[src/htfd_pkg.sv]
// Shared types, constants and the CRC-8 byte step for the frame decoder.
package htfd_pkg;

	// Configuration register indexes
	localparam logic [1:0] REG_CRC_SEED   = 2'd0;
	localparam logic [1:0] REG_CRC_POLY   = 2'd1;
	localparam logic [1:0] REG_WORDS      = 2'd2;

	// Register reset values and the one-word setting
	localparam logic [7:0] CRC_SEED_RST   = 8'hFF;
	localparam logic [7:0] CRC_POLY_RST   = 8'h31;
	localparam logic [1:0] WORDS_RST      = 2'd2;
	localparam logic [1:0] WORDS_ONE      = 2'd1;

	// Conversion scales and offsets (hundredths)
	localparam logic [14:0] TEMP_C_SCALE  = 15'd17500;
	localparam logic [14:0] TEMP_C_OFFSET = 15'd4500;
	localparam logic [14:0] TEMP_F_SCALE  = 15'd31500;
	localparam logic [15:0] TEMP_F_OFFSET = 16'd4900;
	localparam logic [13:0] HUM_SCALE     = 14'd10000;

	// Byte positions inside a frame
	localparam logic [2:0] POS_LAST       = 3'd5;

	// Result handed from the frame parser to the output stage
	typedef struct packed {
		logic        emit;
		logic        fault;
		logic        two;
		logic [15:0] first_word;
		logic [15:0] second_word;
	} frame_res_t;

	// One CRC-8 byte update, MSB first, top polynomial bit implied
	function automatic logic [7:0] crc8_step(input logic [7:0] crc, input logic [7:0] b,
			input logic [7:0] poly);
		logic [7:0] c;
		c = crc ^ b;
		for (int k = 0; k < 8; k++) begin
			if (c[7]) begin
				c = {c[6:0], 1'b0} ^ poly;
			end else begin
				c = {c[6:0], 1'b0};
			end
		end
		return c;
	endfunction

endpackage

[src/htfd_frame_parse.sv]
// Frame parser: byte position, per-word CRC check and raw word capture.
module htfd_frame_parse (
	input  logic               clk,
	input  logic               arst_n,
	input  logic               step,
	input  logic [7:0]         rx_byte,
	input  logic               frame_start,
	input  logic [7:0]         crc_seed,
	input  logic [7:0]         crc_poly,
	input  logic [1:0]         words_per_frame,
	output htfd_pkg::frame_res_t res
);
	import htfd_pkg::*;

	logic [2:0]  pos_q;
	logic [7:0]  crc_q;
	logic [7:0]  hi_q;
	logic [15:0] first_q;
	logic [15:0] second_q;
	logic        fault_q;

	logic [2:0]  pos;
	logic        clr;
	logic        widx;
	logic [1:0]  in_word;
	logic        two;
	logic        last_word;
	logic [2:0]  pos_n;
	logic [7:0]  crc_n;
	logic [7:0]  hi_n;
	logic [15:0] first_n;
	logic [15:0] second_n;
	logic        fault_n;

	// Decode the position of this byte in its frame
	always_comb begin
		pos     = (frame_start || pos_q > POS_LAST) ? 3'd0 : pos_q;
		clr     = (pos == 3'd0);
		widx    = (pos >= 3'd3);
		in_word = widx ? 2'(pos - 3'd3) : pos[1:0];
		two     = (words_per_frame != WORDS_ONE);
		last_word = widx || !two;
	end

	// Advance the frame state for one byte
	always_comb begin
		pos_n    = pos + 3'd1;
		crc_n    = crc_q;
		hi_n     = hi_q;
		first_n  = clr ? 16'd0 : first_q;
		second_n = clr ? 16'd0 : second_q;
		fault_n  = clr ? 1'b0 : fault_q;
		res      = '0;
		case (in_word)
			2'd0: begin
				crc_n = crc8_step(crc_seed, rx_byte, crc_poly);
				hi_n  = rx_byte;
			end
			2'd1: begin
				crc_n = crc8_step(crc_q, rx_byte, crc_poly);
				if (widx) begin
					second_n = {hi_q, rx_byte};
				end else begin
					first_n = {hi_q, rx_byte};
				end
			end
			default: begin
				fault_n = fault_n | (crc_q != rx_byte);
				if (last_word) begin
					pos_n           = 3'd0;
					res.emit        = 1'b1;
					res.fault       = fault_n;
					res.two         = two;
					res.first_word  = first_n;
					res.second_word = two ? second_n : 16'd0;
				end
			end
		endcase
	end

	// Hold state until a byte transaction is consumed
	always_ff @(posedge clk or negedge arst_n) begin
		if (!arst_n) begin
			pos_q    <= 3'd0;
			crc_q    <= CRC_SEED_RST;
			hi_q     <= 8'd0;
			first_q  <= 16'd0;
			second_q <= 16'd0;
			fault_q  <= 1'b0;
		end else if (step) begin
			pos_q    <= pos_n;
			crc_q    <= crc_n;
			hi_q     <= hi_n;
			first_q  <= first_n;
			second_q <= second_n;
			fault_q  <= fault_n;
		end
	end

endmodule

[src/humidity_temp_frame_decoder_unit.sv]
// Top level of the humidity/temperature response frame decoder.
//
//  channel  dir  payload
//  s_*      in   tdata: rx_byte[7:0]; tuser: frame_start
//  m_*      out  tdata: first_word, second_word, temp_c, temp_f, humidity; tuser: status
//  cfg_*    in   write of crc_seed (0), crc_polynomial (1), words_per_frame (2)
//
// One byte transaction per cycle is sustained while m_tready keeps up. A byte is
// registered, the parser and CRC step work on it, a finished frame is captured, then
// the constant-scale conversions feed the result register that drives m_tvalid.
// Reset clears the frame state and loads the register reset values. Each stage moves
// when the one after it is empty or moving, so a stalled result holds s_tready low only
// once all stages are full.
module humidity_temp_frame_decoder_unit (
	input  logic        clk,
	input  logic        arst_n,
	input  logic        s_tvalid,
	output logic        s_tready,
	input  logic [7:0]  s_tdata,    // [7:0] rx_byte
	input  logic        s_tuser,    // [0] frame_start
	output logic        m_tvalid,
	input  logic        m_tready,
	output logic [79:0] m_tdata,    // [15:0] first_word, [31:16] second_word,
	                                // [46:32] temp_c_centi, [62:47] temp_f_centi,
	                                // [76:63] humidity_centi, [79:77] zero
	output logic        m_tuser,    // [0] frame_status
	input  logic        cfg_wr_en,
	input  logic [1:0]  cfg_index,
	input  logic [7:0]  cfg_data
);
	import htfd_pkg::*;

	logic [7:0] seed_q;
	logic [7:0] poly_q;
	logic [1:0] words_q;

	logic       v1_s1;
	logic [7:0] byte_s1;
	logic       start_s1;

	logic       v2_s2;
	frame_res_t res_s2;

	logic       ready1;
	logic       ready2;
	logic       ready3;
	frame_res_t res;

	logic [30:0] prod_c;
	logic [30:0] prod_f;
	logic [29:0] prod_h;
	logic [14:0] temp_c;
	logic [15:0] temp_f;
	logic [13:0] hum;

	// Write configuration registers
	always_ff @(posedge clk or negedge arst_n) begin
		if (!arst_n) begin
			seed_q  <= CRC_SEED_RST;
			poly_q  <= CRC_POLY_RST;
			words_q <= WORDS_RST;
		end else if (cfg_wr_en) begin
			unique case (cfg_index)
				REG_CRC_SEED: seed_q  <= cfg_data;
				REG_CRC_POLY: poly_q  <= cfg_data;
				REG_WORDS:    words_q <= cfg_data[1:0];
				default:      ;
			endcase
		end
	end

	// Stage handshake chain
	assign ready3   = !m_tvalid || m_tready;
	assign ready2   = !v2_s2 || ready3;
	assign ready1   = !v1_s1 || ready2;
	assign s_tready = ready1;

	// Register the incoming byte transaction
	always_ff @(posedge clk or negedge arst_n) begin
		if (!arst_n) begin
			v1_s1 <= 1'b0;
		end else if (ready1) begin
			v1_s1 <= s_tvalid;
		end
	end

	always_ff @(posedge clk) begin
		if (ready1 && s_tvalid) begin
			byte_s1  <= s_tdata;
			start_s1 <= s_tuser;
		end
	end

	htfd_frame_parse u_parse (
		.clk             (clk),
		.arst_n          (arst_n),
		.step            (v1_s1 && ready2),
		.rx_byte         (byte_s1),
		.frame_start     (start_s1),
		.crc_seed        (seed_q),
		.crc_poly        (poly_q),
		.words_per_frame (words_q),
		.res             (res)
	);

	// Capture a finished frame
	always_ff @(posedge clk or negedge arst_n) begin
		if (!arst_n) begin
			v2_s2 <= 1'b0;
		end else if (ready2) begin
			v2_s2 <= v1_s1 && res.emit;
		end
	end

	always_ff @(posedge clk) begin
		if (ready2 && v1_s1 && res.emit) begin
			res_s2 <= res;
		end
	end

	// Scale the raw words to hundredths, or give zeros when a frame has one word
	always_comb begin
		prod_c = 31'(res_s2.first_word) * 31'(TEMP_C_SCALE);
		prod_f = 31'(res_s2.first_word) * 31'(TEMP_F_SCALE);
		prod_h = 30'(res_s2.second_word) * 30'(HUM_SCALE);
		temp_c = prod_c[30:16] - TEMP_C_OFFSET;
		temp_f = {1'b0, prod_f[30:16]} - TEMP_F_OFFSET;
		hum    = prod_h[29:16];
		if (!res_s2.two) begin
			temp_c = 15'd0;
			temp_f = 16'd0;
			hum    = 14'd0;
		end
	end

	// Drive the result register
	always_ff @(posedge clk or negedge arst_n) begin
		if (!arst_n) begin
			m_tvalid <= 1'b0;
		end else if (ready3) begin
			m_tvalid <= v2_s2;
		end
	end

	always_ff @(posedge clk) begin
		if (ready3 && v2_s2) begin
			m_tdata <= {3'b000, hum, temp_f, temp_c, res_s2.second_word, res_s2.first_word};
			m_tuser <= res_s2.fault;
		end
	end

	// A frame leaving the capture stage lands in the result register
	a_res_lands: assert property (@(posedge clk) disable iff (!arst_n)
		v2_s2 && ready3 |=> m_tvalid)
		else $error("captured frame lost before result register");

	// A blocked input byte holds in its register
	a_s1_hold: assert property (@(posedge clk) disable iff (!arst_n)
		v1_s1 && !ready2 |=> v1_s1 && $stable(byte_s1) && $stable(start_s1))
		else $error("input byte overwritten while blocked");

	// A new result comes only from a captured frame
	a_res_source: assert property (@(posedge clk) disable iff (!arst_n)
		$rose(m_tvalid) |-> $past(v2_s2))
		else $error("result appeared without a captured frame");

endmodule

[config.mk]
export PLATFORM = sky130hd
export DESIGN_NAME = humidity_temp_frame_decoder_unit
export DESIGN_NICKNAME = d
export VERILOG_FILES = /design/src/htfd_pkg.sv /design/src/htfd_frame_parse.sv /design/src/humidity_temp_frame_decoder_unit.sv
export SDC_FILE = /design/constraint.sdc
export NUM_CORES = 1
export LEC_CHECK = 0
export ABC_CLOCK_PERIOD_IN_PS = 10700
export BUFFER_PORTS_ARGS = -buffer_cell sky130_fd_sc_hd__buf_2
export CELL_PAD_IN_SITES_DETAIL_PLACEMENT = 1
export CELL_PAD_IN_SITES_GLOBAL_PLACEMENT = 1
export CORE_MARGIN = 2
export CORE_UTILIZATION = 25
export DETAILED_ROUTE_END_ITERATION = 16
export GPL_TIMING_DRIVEN = 1
export PLACE_DENSITY_LB_ADDON = 0.1
export SYNTH_ARGS = -nofsm -noshare
export SYNTH_HDL_FRONTEND = slang
export SYNTH_SLANG_ARGS = --single-unit
[constraint.sdc]
create_clock -name clk -period 10.7 [get_ports clk]
set_input_delay 2.14 -clock clk [delete_from_list [all_inputs] [get_ports clk]]
set_output_delay 2.14 -clock clk [all_outputs]
set_load 0.01 [all_outputs]
==> out/results.tsv, run 1 <==
stage	metric	value	unit
cells_and_area	final_common_cell	inv_1	
synth	yosysSeqAreaShare	0.2857	
synth	ys.flop_type	edfxtp_1	
power	power_frac_comb	0.705	
global_route	grt_max_degree	74	
power	p_seq_frac	0.178	
sta	clock.fmax	141.6	MHz
global_route	use_met3	0.02128	
detailed_routing	firstDrtPassIters	4	
min_path	min_from	res_s2[33]	
clock_network	cts_tree	yes	
detailed_routing	vias	13410	
detailed_routing	drt-initial-drc-count	456	
sta	min_period	7062	ps
cells_and_area	finalNetCount	2338	
setup_path	crit_type	flip-flop to flip-flop	
cells_and_area	multi_input_area	12530	um^2
clock_network	clk_transition_reported_paths	90	ps
cells_and_area	drive_gt1_frac	0.1167	
min_path	holdPathStages	0	
die	die-width	281.1	um
synth	synth_edf_count	121	
clock_network	ctsResizeCount	0	
global_route	grt_pass1_wl	87470	um
sta	slew_violations	0	
sta	finClkSkew	14.31	ps
setup_path	r2r_cells	25	
synth	yosysWarnings	0	
cells_and_area	mostFrequentLayoutCells	inv_1, ha_1, fa_1, nand2_1, edfxtp_1	
die	io_pins	107	
outcome	status	complete, no violations	
setup_path	r2r_setup_slack	3640	ps
die	dieArea	79040	um^2
clock_network	post-cts-setup-buffer-count	0	
sta	hold_viol	0	
setup_path	reg2reg_from	res_s2[19]	
sta	worstMarginPinSlew	1213	ps
setup_path	worstSetupEndpointType	flip-flop	
detailed_routing	viasPerCell	4.546	
global_route	grtUsageTotal	0.1459	
detailed_routing	drcViolationCount	0	
detailed_routing	wl_per_cell	18.68	um
synth	synth-async-reset-ratio	0.3763	
clock_network	cts_htree_levels	4	
global_route	grt_use_met1	0.1834	
placement	port_buffers	103	
setup_path	worstPathArrival	7390	ps
sta	setup_tns	0	ps
synth	synth.avg_cell_area	10.54	um^2
clock_network	postCtsHoldBufs	0	
sta	rsz0062_at_grt	no	
min_path	worstHoldEndpoint	m_tuser	
cells_and_area	regArea	5485	um^2
clock_network	clockBufferDepth	2	
sta	setup_viol	0	
global_route	overflow	0	
global_route	antenna_found_initial	0	
placement	gp_congestion	0.7689	
placement	dp_cells	2917	
global_route	grt_busiest_layer	met2	
die	coreArea	75950	um^2
power	netSwitchingFraction	0.4807	
min_path	min_path_type	flip-flop to flip-flop	
die	initial_core_util	0.2528	
clock_network	cts_made_buffers	17	
clock_network	cts-root-buf	clkbuf_16	
setup_path	worstPathRequired	11030	ps
setup_path	crit_fanout	11	
setup_path	cp-start-kind	flip-flop	
clock_network	clk_latency	490	ps
synth	yosysUniqueCellTypes	92	
cells_and_area	fin_cells	2950	
clock_network	cts.sinks	194	
placement	place_hpwl	43120	um
power	leakagePower	10.18	nW
detailed_routing	wl	55110	um
run	maxCapViolations	0	
die	rows	101	
synth	yosys_register_bits	194	
sta	post-route-period-util	0.6600	
synth	syn-cell-area	19200	um^2
power	p_switching	0.002820	W
detailed_routing	antenna_left	0	
power	power.share.clock	0.117	
die	die_y	281.1	um
power	intPower	0.003046	W
sta	relSlewSlack	0.1881	
power	ir_worst_vdd	176.2	uV
global_route	grtUsageMet2	0.2608	
cells_and_area	fillers	8557	
synth	syn_inst	1821	
setup_path	r2r_end	m_tdata[46]	
power	power.density	273.2	nW/um^2
cells_and_area	area_growth	11.84	%
global_route	first_global_vias	14890	
## through the flow
| stage | total power [W] | hold slack [ps] | utilization | area (um^2) | setup WS (ps) |
|---|---|---|---|---|---|
| floorplan | 0.004267 | 400.3 | - | 19210 | 4501 |
| global placement | 0.005204 | 408.5 | 0.2749 | 20880 | 3668 |
| detailed placement | 0.005228 | 416.2 | 0.2749 | 20880 | 3517 |
| CTS | 0.005977 | 436.1 | 0.2827 | 21470 | 3483 |
| global route | 0.006429 | 455.0 | 0.2827 | 21470 | 3097 |
| finish | 0.005867 | 430.3 | 0.2827 | 21470 | 3638 |
## per-layer routing
metal	wire, um	part of all wire	up-vias
li1	-	-	6426
met5	0	0	-
met2	27930	0.51	120
met3	1182	0.021	47
met1	25110	0.46	6817
met4	887	0.016	0
## logic make-up after synthesis
group,count (synthesis),share of synthesized area
AOI/OAI and AO/OA,282,0.1058
xor gates and xnor gates,155,0.08862
adders and majority gates,408,0.3249
buffers and inverters,310,0.06269
DFF,194,0.2857
muxes,36,0.02014
other,1,0.0001953
and+or+nand+nor,435,0.1120
## worst max-delay path, stage by stage, from the launching register on
cell and delay (ps):
edfxtp_1 670, ha_1 440, inv_1 60, fa_1 470
inv_1 40, ha_1 280, ha_1 270, inv_1 50
fa_1 530, inv_1 40, ha_1 280, a41o_1 210
a21o_1 170, a21oi_1 170, o21ai_1 130, a21o_1 220
a211oi_1 610, nor2_1 110, xnor2_1 170, ha_1 220
nor2_1 60, mux2_2 300, o211ai_1 410, a311oi_1 280
or4_1 530, a31oi_1 170
## area by class of cell
class | instances | share of cell area
multi-input combinational | 1319 | 0.5835
sequential | 194 | 0.2554
tap | 1030 | 0.06001
inverter | 259 | 0.04527
timing repair buffer | 115 | 0.02820
clock buffer | 18 | 0.01998
clock inverter | 14 | 0.007516
antenna | 1 | 0.0001165
## flip-flops by register name, summed over array words and instances, names as in the netlist, 2 cells and up
register / cells
u_parse.hi_q: 8
m_tdata: 77
res_s2: 34
u_parse.first_q: 16
u_parse.crc_q: 8
byte_s1: 8
u_parse.second_q: 16
words_q: 2
seed_q: 8
poly_q: 8
u_parse.pos_q: 3
## cell usage after synthesis (33+ instances only)
library cell	number	area [um^2]
and2_1	33	206.5
xor2_1	37	324.1
nand3_1	35	175.2
clkbuf_1	39	146.4
fa_1	151	3023
dfrtp_1	53	1326
a21oi_1	56	280.3
nor2_1	80	300.3
edfxtp_1	121	3633
ha_1	257	3216
xnor2_1	90	788.3
o21ai_0	36	180.2
inv_1	258	968.4
nand2_1	139	521.8
## power by group through the flow
| stage | Clock (W) | Combinational (W) | Sequential [W] |
|---|---|---|---|
| CTS | 0.000723 | 0.00421 | 0.00105 |
| detailed placement | 0 | 0.00417 | 0.00106 |
| global route | 0.000744 | 0.00463 | 0.00106 |
| global placement | 0 | 0.00414 | 0.00106 |
| finish | 0.000687 | 0.00414 | 0.00104 |
| floorplan | 0 | 0.00325 | 0.00101 |
## how the worst max path moves through the flow
| stage | slack [ps] | endpoint | depth (start not counted) | startpoint |
|---|---|---|---|---|
| 2_1_floorplan | 4500 | m_tdata[60] | 21 | res_s2[19] |
| 3_3_place_gp | 3670 | m_tdata[46] | 22 | res_s2[24] |
| 3_5_place_dp | 3520 | m_tdata[46] | 22 | res_s2[24] |
| 4_1_cts | 3480 | m_tdata[46] | 22 | res_s2[24] |
| 5_1_grt | 3100 | m_tdata[46] | 22 | res_s2[24] |
| 6_report | 3640 | m_tdata[46] | 25 | res_s2[19] |
(Power assumes the default switching activity.)
==> run 2, diff against run 1 <==
--- a/config.mk
+++ b/config.mk
@@ -5,7 +5,7 @@
 export SDC_FILE = /design/constraint.sdc
 export NUM_CORES = 1
 export LEC_CHECK = 0
-export ABC_CLOCK_PERIOD_IN_PS = 10700
+export ABC_CLOCK_PERIOD_IN_PS = 6700
 export BUFFER_PORTS_ARGS = -buffer_cell sky130_fd_sc_hd__buf_2
 export CELL_PAD_IN_SITES_DETAIL_PLACEMENT = 1
 export CELL_PAD_IN_SITES_GLOBAL_PLACEMENT = 1
==> constraint.sdc (replaced) <==
create_clock -name clk -period 6.7 [get_ports clk]
set_input_delay 1.34 -clock clk [delete_from_list [all_inputs] [get_ports clk]]
set_output_delay 1.34 -clock clk [all_outputs]
set_load 0.01 [all_outputs]
==> run 2 against run 1 <==
- die area unchanged
- combinational power up 63%
- via count up 0.39%
- core utilization up 0.34 points
- routed wire length down 0.14%
- clock skew down 0.91 ps
- critical path depth up 1
- worst setup slack worse by 3300 ps
- hold slack better by 13 ps
- register-to-register slack worse by 3300 ps
- clock power up 59%
- non-clock buffer count up 32
==> out/results.tsv, run 2 (same netlist as run 1, synthesis figures left out) <==
stage	metric	value	unit	change
cells_and_area	fillers	8577		was 8557
cells_and_area	reg_top3	m_tdata (77), res_s2 (34)		unchanged
die	coreArea	75950	um^2	unchanged
outcome	status	complete, no violations		unchanged
setup_path	worstPathRequired	7030	ps	was 11030 ps
cells_and_area	mostFrequentLayoutCells	inv_1, ha_1, fa_1, nand2_1, edfxtp_1		unchanged
global_route	overflow	0		unchanged
placement	pre_cts_slack	178.0	ps	was 3517 ps
placement	dp_cells	2945		was 2917
detailed_routing	antenna_left	0		unchanged
setup_path	worstPathArrival	6670	ps	was 7390 ps
die	die-width	281.1	um	unchanged
detailed_routing	viasPerCell	4.516		was 4.546
sta	min_period	6345	ps	was 7062 ps
clock_network	cts_htree_levels	4		unchanged
cells_and_area	area_growth	13.17	%	was 11.84%
cells_and_area	drive_gt1_frac	0.1348		was 0.1167
detailed_routing	drcViolationCount	0		unchanged
power	leakagePower	10.33	nW	was 10.18 nW
clock_network	postCtsHoldBufs	0		unchanged
setup_path	crit_fanout	10		was 11
cells_and_area	final_common_cell	inv_1		unchanged
detailed_routing	wl_per_cell	18.46	um	was 18.68 um
cells_and_area	fin_cells	2981		was 2950
detailed_routing	firstDrtPassIters	5		was 4
global_route	grt_pass1_wl	87500	um	was 87470 um
placement	port_buffers	103		unchanged
cells_and_area	top_register	m_tdata		unchanged
placement	place_hpwl	43480	um	was 43120 um
cells_and_area	finalNetCount	2370		was 2338
die	rows	101		unchanged
placement	gp_congestion	0.7665		was 0.7689
sta	setup_tns	0	ps	unchanged
sta	relSlewSlack	0.2414		was 0.1881
setup_path	cp-start-kind	flip-flop		unchanged
cells_and_area	antenna_cells	0		was 1
sta	worstMarginPinSlew	1134	ps	was 1213 ps
global_route	grt_max_degree	50		was 74
global_route	first_global_vias	15040		was 14890
sta	hold_ws	443.4	ps	was 430.3 ps
power	ir_worst_vdd	316.0	uV	was 176.2 uV
detailed_routing	vias	13460		was 13410
sta	fin_ws	354.6	ps	was 3638 ps
sta	clock.fmax	157.6	MHz	was 141.6 MHz
setup_path	worstSetupEndpointType	flip-flop		unchanged
cells_and_area	largest_register_ffs	77		unchanged
min_path	min_path_type	flip-flop to flip-flop		unchanged
power	power.density	436.1	nW/um^2	was 273.2 nW/um^2
detailed_routing	wl	55030	um	was 55110 um
clock_network	cts-root-buf	clkbuf_16		unchanged
global_route	grtUsageTotal	0.1459		about the same
cells_and_area	utilization	0.2861		was 0.2827
sta	finClkSkew	13.40	ps	was 14.31 ps
sta	hold_viol	0		unchanged
clock_network	cts.sinks	194		unchanged
die	io_pins	107		unchanged
die	die_y	281.1	um	unchanged
clock_network	cts_tree	yes		unchanged
clock_network	clk_transition_reported_paths	90	ps	about the same
clock_network	clockBufferDepth	2		unchanged
setup_path	crit_type	flip-flop to flip-flop		unchanged
sta	slew_violations	0		unchanged
run	maxCapViolations	0		unchanged
detailed_routing	drt-initial-drc-count	413		was 456
global_route	antenna_found_initial	0		unchanged
sta	setup_viol	0		unchanged
die	initial_core_util	0.2528		unchanged
clock_network	clk_latency	510	ps	was 490 ps
die	dieArea	79040	um^2	unchanged
sta	post-route-period-util	0.9471		was 0.6600
clock_network	cts_made_buffers	17		unchanged
setup_path	r2r_setup_slack	350	ps	was 3640 ps
==> run 2: cell count changes in the layout (fill, tap and decap cells not counted), sizes merged <==
cell      delta
clkinvlp     +1
diode        -1
inv          -1
buf         +32
==> run 2: worst paths after layout <==
path                             from                   to  cells after the start
max                        res_s2[19]          m_tdata[46]                     26
min                        res_s2[33]              m_tuser                      0
max reg2reg                res_s2[19]          m_tdata[46]                     26
min reg2reg                res_s2[33]              m_tuser                      0
max in group asynchronous      arst_n  u_parse.first_q[12]                      2
min in group asynchronous      arst_n            poly_q[2]                      1
==> run 2: per-stage QoR <==
stage,power (W),area (um^2)
after floorplan,0.006815,19210
after global placement,0.008401,21090
after detailed placement,0.008433,21090
after CTS,0.009615,21670
after global routing,0.01041,21730
final,0.009476,21730
==> run 2: layout make-up <==
cell class | instances | area, um^2 | share of cell area
Clock buffer | 18 | 429.2 | 0.01975
Clock inverter | 14 | 147.6 | 0.006795
Inverter | 259 | 972.2 | 0.04474
Multi-Input combinational cell | 1319 | 12560 | 0.5781
Sequential cell | 194 | 5485 | 0.2524
Tap cell | 1030 | 1289 | 0.05931
Timing Repair Buffer | 147 | 845.8 | 0.03892
==> run 2: metal layers <==
metal | global-route usage | wire length [um] | vias up
met5 | 0 | 0 | -
met1 | 0.1853 | 25510 | 6821
li1 | - | - | 6495
met4 | 0.03497 | 799 | 0
met3 | 0.02087 | 966 | 39
met2 | 0.2593 | 27760 | 107
==> run 2: timing repair <==
| action | in CTS | in global routing |
|---|---|---|
| endpoints found under the setup margin | 0 | 7 |
| gates resized for setup | 0 | 8 |
| buffers inserted | 0 | 4 |
==> run 2: critical path: stages (launching register included) <==
cell,delay (ps)
edfxtp_1,390
buf_4,220
ha_1,340
inv_1,60
fa_1,510
inv_1,70
ha_1,300
ha_1,270
inv_1,50
fa_1,540
inv_1,40
ha_1,270
a41o_1,210
a21o_1,190
a21oi_2,150
o21ai_1,110
a21o_1,220
a211oi_2,270
nor2_1,90
xnor2_1,150
ha_2,220
nor2_1,50
mux2_2,300
o211ai_1,280
a311oi_2,180
or4_1,510
a31oi_1,180
==> run 2: where the power goes <==
part	switching (W)	internal [W]	total (W)
combinational	0.00380	0.00293	0.00673
sequential	0.000144	0.00151	0.00166
clock	0.000588	0.000497	0.00109
==> run 3, diff against run 2 <==
--- a/config.mk
+++ b/config.mk
@@ -7,7 +7,7 @@
 export LEC_CHECK = 0
 export ABC_CLOCK_PERIOD_IN_PS = 6700
 export BUFFER_PORTS_ARGS = -buffer_cell sky130_fd_sc_hd__buf_2
-export CELL_PAD_IN_SITES_DETAIL_PLACEMENT = 1
+export CELL_PAD_IN_SITES_DETAIL_PLACEMENT = 0
 export CELL_PAD_IN_SITES_GLOBAL_PLACEMENT = 1
 export CORE_MARGIN = 2
 export CORE_UTILIZATION = 25
==> run 3 against run 2 <==
- count of clock-buffer cells in the layout grew 2
- worst setup slack gained 2.9 ps
- via count shrank 1.5%
- fmax is essentially flat
- critical endpoint unchanged
- largest cell class unchanged
- largest power group unchanged
- highest routed layer unchanged
==> out/results.tsv, run 3 (same netlist as run 1, synthesis figures left out) <==
stage	metric	value	unit	change
global_route	grtUsageTotal	0.1407		was 0.1459
placement	port_buffers	103		unchanged
setup_path	crit_path_top_delay_cell	fa_1		unchanged
power	ir_worst_vdd	398.8	uV	was 316.0 uV
sta	hold_ws	440.1	ps	was 443.4 ps
clock_network	clk_latency	500	ps	was 510 ps
min_path	min_path_type	flip-flop to flip-flop		unchanged
setup_path	cp-start-kind	flip-flop		unchanged
global_route	grt_max_degree	50		unchanged
outcome	status	complete, no violations		unchanged
die	dieArea	79040	um^2	unchanged
cells_and_area	finalNetCount	2370		unchanged
die	die-width	281.1	um	unchanged
global_route	use_met3	0.01962		was 0.02087
placement	pre_cts_slack	215.4	ps	was 178.0 ps
die	io_pins	107		unchanged
sta	slew_violations	0		unchanged
sta	min_period	6342	ps	was 6345 ps
detailed_routing	wl	53430	um	was 55030 um
global_route	antenna_found_initial	0		unchanged
setup_path	r2r_cells	23		was 26
cells_and_area	mostFrequentLayoutCells	inv_1, ha_1, fa_1, nand2_1, edfxtp_1		unchanged
clock_network	cts_made_buffers	17		unchanged
run	maxCapViolations	0		unchanged
cells_and_area	reg_top3	m_tdata (77), res_s2 (34)		unchanged
clock_network	cts_tree	yes		unchanged
clock_network	cts.sinks	194		unchanged
sta	relSlewSlack	0.2062		was 0.2414
detailed_routing	wl_per_cell	17.92	um	was 18.46 um
cells_and_area	final_cell_area	21740	um^2	was 21730 um^2
global_route	grt_use_met1	0.1829		was 0.1853
sta	rsz0062_at_grt	no		
setup_path	crit_type	flip-flop to flip-flop		unchanged
clock_network	cts-root-buf	clkbuf_16		unchanged
detailed_routing	drcViolationCount	0		unchanged
power	power.density	433.2	nW/um^2	was 436.1 nW/um^2
clock_network	clockBufferDepth	2		unchanged
cells_and_area	top_register	m_tdata		unchanged
clock_network	cts_htree_levels	4		unchanged
sta	worstMarginPinSlew	1186	ps	was 1134 ps
placement	placed_cell_area	21090	um^2	unchanged
setup_path	crit_fanout	10		unchanged
cells_and_area	largest_register_ffs	77		unchanged
sta	clock.fmax	157.7	MHz	was 157.6 MHz
sta	post-route-period-util	0.9466		was 0.9471
setup_path	worstPathRequired	7020	ps	was 7030 ps
cells_and_area	drive_gt1_frac	0.1333		was 0.1348
die	rows	101		unchanged
clock_network	clk_transition_reported_paths	90	ps	about the same
detailed_routing	vias	13260		was 13460
die	coreArea	75950	um^2	unchanged
sta	finClkSkew	13.97	ps	was 13.40 ps
clock_network	postCtsHoldBufs	0		unchanged
global_route	grt_pass1_wl	83880	um	was 87500 um
cells_and_area	antenna_cells	0		unchanged
global_route	grtUsageMet2	0.2436		was 0.2593
cells_and_area	area_growth	13.23	%	was 13.17%
cells_and_area	final_common_cell	inv_1		unchanged
sta	hold_viol	0		unchanged
global_route	overflow	0		unchanged
power	leakagePower	10.33	nW	about the same
detailed_routing	viasPerCell	4.449		was 4.516
die	die_y	281.1	um	unchanged
detailed_routing	firstDrtPassIters	4		was 5
placement	gp_congestion	0.7665		unchanged
setup_path	worstPathArrival	6660	ps	was 6670 ps
global_route	grt_busiest_layer	met2		unchanged
die	initial_core_util	0.2528		unchanged
setup_path	crit_chain	buf_6 -> ha_1 -> inv_1 -> fa_1 -> inv_1 -> ha_1 -> ha_1 -> inv_1 -> fa_1 -> inv_1 -> ha_1 -> a41o_1 -> a21o_1 -> a21oi_1 -> o21ai_1 -> a21o_1 -> a211o_1 -> a31oi_1 -> mux2_2 -> o211ai_1 -> a311oi_2 -> or4_1 -> a31oi_1		
detailed_routing	drt-initial-drc-count	587		was 413
sta	setup_tns	0	ps	unchanged
global_route	first_global_vias	14270		was 15040
setup_path	slowest_delay	530	ps	was 540 ps
setup_path	worstSetupEndpointType	flip-flop		unchanged
power	p_total	0.009418	W	was 0.009476 W
placement	place_hpwl	41880	um	was 43480 um
sta	setup_viol	0		unchanged
min_path	holdPathStages	0		unchanged
sta	fin_ws	357.5	ps	was 354.6 ps
detailed_routing	antenna_left	0		unchanged
run 3: cell count changes in the layout (fill, tap and decap cells not counted), sizes merged:
cell,previous run,this run
inv,265,264
clkinvlp,1,0
clkbuf,18,20
run 3: final cells by class:
class | instances | area [um^2]
clock buffer | 20 | 457.9
clock inverter | 12 | 135.1
fill | 8038 | 54210
inverter | 259 | 972.2
multi-input combinational | 1319 | 12550
sequential | 194 | 5485
tap | 1030 | 1289
timing repair buffer | 147 | 849.6
run 3: through the flow:
step / utilization / cells
floorplan: - / 1823
global placement: 0.2777 / 2945
detailed placement: 0.2777 / 2945
CTS: 0.2855 / 2977
global route: 0.2863 / 2981
finish: 0.2863 / 2981
run 3: routing by layer:
metal	part of all wire	routed length, um
met1	0.47	24880
met5	0	0
met3	0.019	1041
met4	0.016	865
met2	0.50	26640
run 3: report_power, final:
group          switching [W]  total [W]  internal, W
combinational        0.00374    0.00666      0.00292
clock               0.000580    0.00110     0.000520
sequential          0.000144    0.00166      0.00151
run 3: what timing repair did:
item / CTS / global route
endpoints found under the setup margin: 0 / 6
buffers inserted: 0 / 4
gates resized for setup: 0 / 6
run 3: path summary, 6_finish.rpt:
| path | from | to | slack [ps] |
|---|---|---|---|
| worst min-delay path | res_s2[33] | m_tuser | 440 |
| min in group asynchronous | arst_n | m_tvalid | 940 |
| max in group asynchronous | arst_n | u_parse.first_q[11] | 4690 |
| worst max register to register | res_s2[19] | m_tdata[46] | 360 |
| worst max-delay path | res_s2[19] | m_tdata[46] | 360 |
| worst min register to register | res_s2[33] | m_tuser | 440 |
run 3: critical path, delay by kind of cell, from the launching register on:
family	cells	cell delay, ps
DFF	1	420
adders and majority gates	6	2200
buffers and inverters	5	390
and+or+nand+nor	1	500
muxes	1	420
AOI/OAI and AO/OA	10	2210
